File: config.mk
export PLATFORM = sky130hd
export DESIGN_NAME = rfm_match
export DESIGN_NICKNAME = d
export VERILOG_FILES = /design/src/hdl/rfm_pkg.sv /design/src/hdl/rfm_match.sv
export SDC_FILE = /design/constraint.sdc
export NUM_CORES = 1
export LEC_CHECK = 0
export BUFFER_PORTS_ARGS = -buffer_cell sky130_fd_sc_hd__buf_2
export CAP_MARGIN = 40
export CORE_AREA = 2 2 335 337
export DETAILED_ROUTE_END_ITERATION = 7
export DIE_AREA = 0 0 337 339
export PLACE_DENSITY = 0.3
export RECOVER_POWER = 100
export SETUP_SLACK_MARGIN = 0.02
export SKIP_LAST_GASP = 1
export SYNTH_ARGS = -nofsm -noshare
export SYNTH_HDL_FRONTEND = slang
export SYNTH_SLANG_ARGS = --single-unit
File: constraint.sdc
create_clock -name vclk -period 4.74
set_input_delay 0.948 -clock vclk [all_inputs]
set_output_delay 0.948 -clock vclk [all_outputs]
set_load 0.005 [all_outputs]
File: src/hdl/rfm_pkg.sv
// Shared types and constants for the first-match route filter.
`timescale 1ns / 1ps
`default_nettype none
package rfm_pkg;

  // Table selector codes
  localparam logic [1:0] TBL_IN    = 2'd0;
  localparam logic [1:0] TBL_OUT   = 2'd1;
  localparam logic [1:0] TBL_REDIS = 2'd2;
  localparam int unsigned TABLES   = 3;

  // Command codes
  localparam logic CMD_WRITE  = 1'b0;
  localparam logic CMD_LOOKUP = 1'b1;

  // Rule word codes within a slot
  localparam logic [2:0] WRD_CTL    = 3'd0;
  localparam logic [2:0] WRD_IFX    = 3'd1;
  localparam logic [2:0] WRD_ID     = 3'd2;
  localparam logic [2:0] WRD_PFX_HI = 3'd3;
  localparam logic [2:0] WRD_PFX_LO = 3'd4;
  localparam logic [2:0] WRD_NB_HI  = 3'd5;
  localparam logic [2:0] WRD_NB_LO  = 3'd6;
  localparam int unsigned WORDS_USED = 7;

  // Slots reachable through the 7-bit word address
  localparam int unsigned MAX_SLOTS = 16;

  localparam logic [7:0] FULL_LEN = 8'd128;
  localparam logic [7:0] V4_LEN   = 8'd96;

  typedef struct packed {
    logic        cmd;
    logic [1:0]  table_sel;
    logic [6:0]  rule_word_addr;
    logic [63:0] write_data;
    logic [63:0] router_id;
    logic [63:0] prefix_hi;
    logic [63:0] prefix_lo;
    logic [7:0]  plen;
    logic [63:0] neigh_hi;
    logic [63:0] neigh_lo;
    logic [31:0] ifindex;
    logic [7:0]  proto;
  } req_t;

  typedef struct packed {
    logic [15:0] metric;
    logic        matched;
    logic [3:0]  match_slot;
  } rsp_t;

  // One rule as read from the word memories
  typedef struct packed {
    logic [55:0] ctl;
    logic [31:0] ifx;
    logic [63:0] id;
    logic [63:0] pfx_hi;
    logic [63:0] pfx_lo;
    logic [63:0] nb_hi;
    logic [63:0] nb_lo;
  } rule_t;

endpackage
`default_nettype wire

File: src/hdl/rfm_match.sv
// Shared rule compare unit: checks one rule against the held lookup.
`timescale 1ns / 1ps
`default_nettype none
module rfm_match #(
  parameter int unsigned LocalProto = 255
) (
  input  wire rfm_pkg::rule_t rule_i,
  input  wire rfm_pkg::req_t  lk_i,
  output logic                hit_o
);

  logic [1:0]   af;
  logic [7:0]   rlen, ge, le, rproto, proto, nlen;
  logic         v4, has_id, has_nb;
  logic [127:0] mask, diff;

  always_comb begin
    af     = rule_i.ctl[2:1];
    rlen   = rule_i.ctl[15:8];
    ge     = rule_i.ctl[23:16];
    le     = rule_i.ctl[31:24];
    rproto = rule_i.ctl[39:32];
    proto  = (lk_i.table_sel == rfm_pkg::TBL_REDIS) ? lk_i.proto : 8'd0;
    has_id = lk_i.table_sel != rfm_pkg::TBL_REDIS;
    has_nb = lk_i.table_sel == rfm_pkg::TBL_IN;
    v4 = (lk_i.plen >= rfm_pkg::V4_LEN) && (lk_i.prefix_hi == 64'd0) &&
         (lk_i.prefix_lo[63:32] == 32'h0000_FFFF);
    // covering test over at most 128 bits
    nlen = (rlen > rfm_pkg::FULL_LEN) ? rfm_pkg::FULL_LEN : rlen;
    mask = ~({128{1'b1}} >> nlen);
    diff = {lk_i.prefix_hi ^ rule_i.pfx_hi, lk_i.prefix_lo ^ rule_i.pfx_lo};

    hit_o = 1'b1;
    if (af == 2'd1 && !v4) hit_o = 1'b0;
    if (af == 2'd2 && v4) hit_o = 1'b0;
    if (rule_i.ctl[3] && (!has_id || rule_i.id != lk_i.router_id)) hit_o = 1'b0;
    if (rule_i.ctl[4] && (lk_i.plen < rlen || (diff & mask) != 128'd0)) hit_o = 1'b0;
    if ((ge != 8'd0 || le < rfm_pkg::FULL_LEN) && (lk_i.plen > le || lk_i.plen < ge)) begin
      hit_o = 1'b0;
    end
    if (rule_i.ctl[5] && (!has_nb || rule_i.nb_hi != lk_i.neigh_hi ||
                          rule_i.nb_lo != lk_i.neigh_lo)) begin
      hit_o = 1'b0;
    end
    if (rule_i.ctl[6] && (rule_i.ifx == 32'd0 || lk_i.ifindex == 32'd0 ||
                          rule_i.ifx != lk_i.ifindex)) begin
      hit_o = 1'b0;
    end
    // protocol: a rule with no protocol rejects local routes
    if (rproto != 8'd0) begin
      if (proto == 8'd0 || rproto != proto) hit_o = 1'b0;
    end else if (proto == 8'(LocalProto)) begin
      hit_o = 1'b0;
    end
  end

endmodule
`default_nettype wire

==> flow_summary.json <==
{
  "outcome": "complete, but fails checks",
  "violations": "setup timing",
  "synth_top_cell_by_area": "xor2_1",
  "p_sw_share_pct": 53.9,
  "grt_first_pass_wirelength_um": 108000,
  "worstPathMaxFanout": 6,
  "fin_crit_ns": 4.95,
  "min_period_over_period_pct": 104,
  "grt_util_all_layers_pct": 14.0,
  "max_cap_viol_count": 0,
  "fp.dieW_um": 337,
  "nets": 2778,
  "power.density_nw_per_um2": 91.4,
  "drive_gt1_share_pct": 51.7,
  "dr_total_vias": 11800,
  "drt_pass1_iterations": 5,
  "p_sw_uw": 690,
  "n_sequential_cell": 0,
  "finalSetupViolCount": 1,
  "dp.final_hpwl_um": 80400,
  "placed_cells": 3389,
  "regArea_sq_um": 0,
  "path_class": "input port to primary output",
  "antenna_found_initial": 87,
  "cp.required_ns": 3.79,
  "syn_nets": 1864,
  "fin_ws_ns": -0.207,
  "synth_area_sq_um": 6740,
  "pwr-share-seq_pct": 0,
  "fmax_mhz": 202,
  "die_area_sq_um": 114000,
  "start_util_pct": 6.10,
  "fin_cells": 3412,
  "area_growth_pct": 108,
  "start_kind": "input port",
  "hold_viol_final": 0,
  "tightestPinTransition_ns": 0.809,
  "cp_data_arrival_time_ns": 4.00,
  "postRouteWirelength_um": 84400,
  "yosys_warnings": 0,
  "p_comb_share_pct": 100.0,
  "drt-vias-per-instance": 3.46,
  "core_area_sq_um": 110000,
  "max-vdd-ir-drop_uv": 36.6,
  "grt_max_degree": 15,
  "yosysSeqAreaShare_pct": 0,
  "min_path_type": "input port to primary output",
  "synth_cells": 992,
  "slew_headroom_pct": 45.9,
  "endpoint_kind": "primary output",
  "port_buffers": 761,
  "drtIter0Drc": 613,
  "ant_nets": 0,
  "slew_violations": 0,
  "yosysMostFrequentCell": "xor2_1",
  "p_leak_nw": 6.46,
  "rsz0062_at_grt": "true",
  "overflow": 0,
  "num_rows": 122,
  "yosysUniqueCellTypes": 67,
  "clock_buffers": 0,
  "ioPinCount": 851,
  "grt_pass1_vias": 12500,
  "synthTopCellsByArea": "xor2_1, xnor2_1, nor4_1",
  "route.detailed.drc": 0,
  "yosys-top-cells-count": "xor2_1, xnor2_1, inv_1, nor4_1, o21ai_0",
  "routedWlPerCell_um": 24.7,
  "pre_cts_ws_ns": -0.491,
  "die_h_um": 339,
  "synth.avg_cell_area_sq_um": 6.79,
  "synth_top_area_share_pct": 19.6,
  "p_clk_share_pct": 0,
  "whs_ns": 2.20,
  "place_congestion": 0.892,
  "p_int_uw": 591
}
logic make-up after synthesis:
kind of cell               synth area share (%)
and+or+nand+nor                            24.7
AOI/OAI and AO/OA                          27.7
buffers and inverters                      8.40
xor gates and xnor gates                   34.8
adders and majority gates                  4.38
worst paths after layout:
check                    from  endpoint  slack (ns)  cells past startpoint
hold / removal    rule_i[356]     hit_o        2.20                      3
setup / recovery  rule_i[366]     hit_o       -0.21                     13
layer usage:
metal | vias up | GRT usage [%] | share of wire, % | wire (um)
met5 | - | 0 | 0.26 | 217
met4 | 32 | 1.35 | 1.7 | 1470
met1 | 5344 | 16.6 | 40 | 33900
li1 | 5584 | - | - | -
met2 | 719 | 25.2 | 48 | 40700
met3 | 140 | 4.36 | 9.6 | 8090
per-stage QoR:
stage	utilization, %	area, sq um	power, mW	TNS [ns]
final	12.7	14000	1.28	-0.207
after global routing	12.7	14000	1.39	-0.264
after CTS	12.5	13800	1.28	-0.204
after detailed placement	12.3	13600	1.26	-0.491
after global placement	12.3	13600	1.27	-0.621
after floorplan	-	6740	0.426	0
final cells by class:
cell class / count / area [sq um]
multi-input cells: 849 / 6430
repair buffers: 942 / 5260
inverters: 113 / 424
diodes: 20 / 50.0
fillers: 13100 / 96300
well taps: 1488 / 1860
power groups by stage:
stage	registers (mW)	logic, mW	clock network [mW]
after floorplan	0	0.426	0
after global placement	0	1.27	0
after detailed placement	0	1.26	0
after CTS	0	1.28	0
after global routing	0	1.39	0.0000000855
final	0	1.28	0.000000542
critical path, stage by stage:
cell	delay [ns]
buf_8	0.11
buf_6	0.11
or4_4	0.58
buf_4	0.18
a32o_1	0.19
nor4_1	0.22
nand4_1	0.22
nor4_2	0.33
buf_4	0.16
nand4_1	0.12
a221o_2	0.40
a221oi_4	0.24
buf_2	0.17
cell usage in the layout (no fill, tap or decap), drive strengths merged, types with 4 or more instances in the layout:
cell type  count
a2111oi        5
a21o          11
a21oi         41
a221oi        23
a22o           7
a22oi          6
a31oi         13
and2           7
and4b          4
buf          940
diode         20
ha            22
inv          113
nand2         21
nand2b        14
nand3         15
nand4         54
nor2          36
nor2b          9
nor3          20
nor4          78
nor4b          6
o2111ai        8
o21a           4
o21ai         59
o221ai         5
o22ai         39
o2bb2ai       16
o31ai          4
or2            4
xnor2        117
xor2         151
what timing repair did:
| item | CTS | global route |
|---|---|---|
| hold buffers | 0 | 0 |
| pin swaps | 12 | 20 |
| gates resized for setup | 38 | 40 |
| endpoints found under the setup margin | 1 | 1 |
| setup buffers | 2 | 1 |
| cloned | 0 | 0 |
Note: power is estimated with default switching activity, not from simulation.
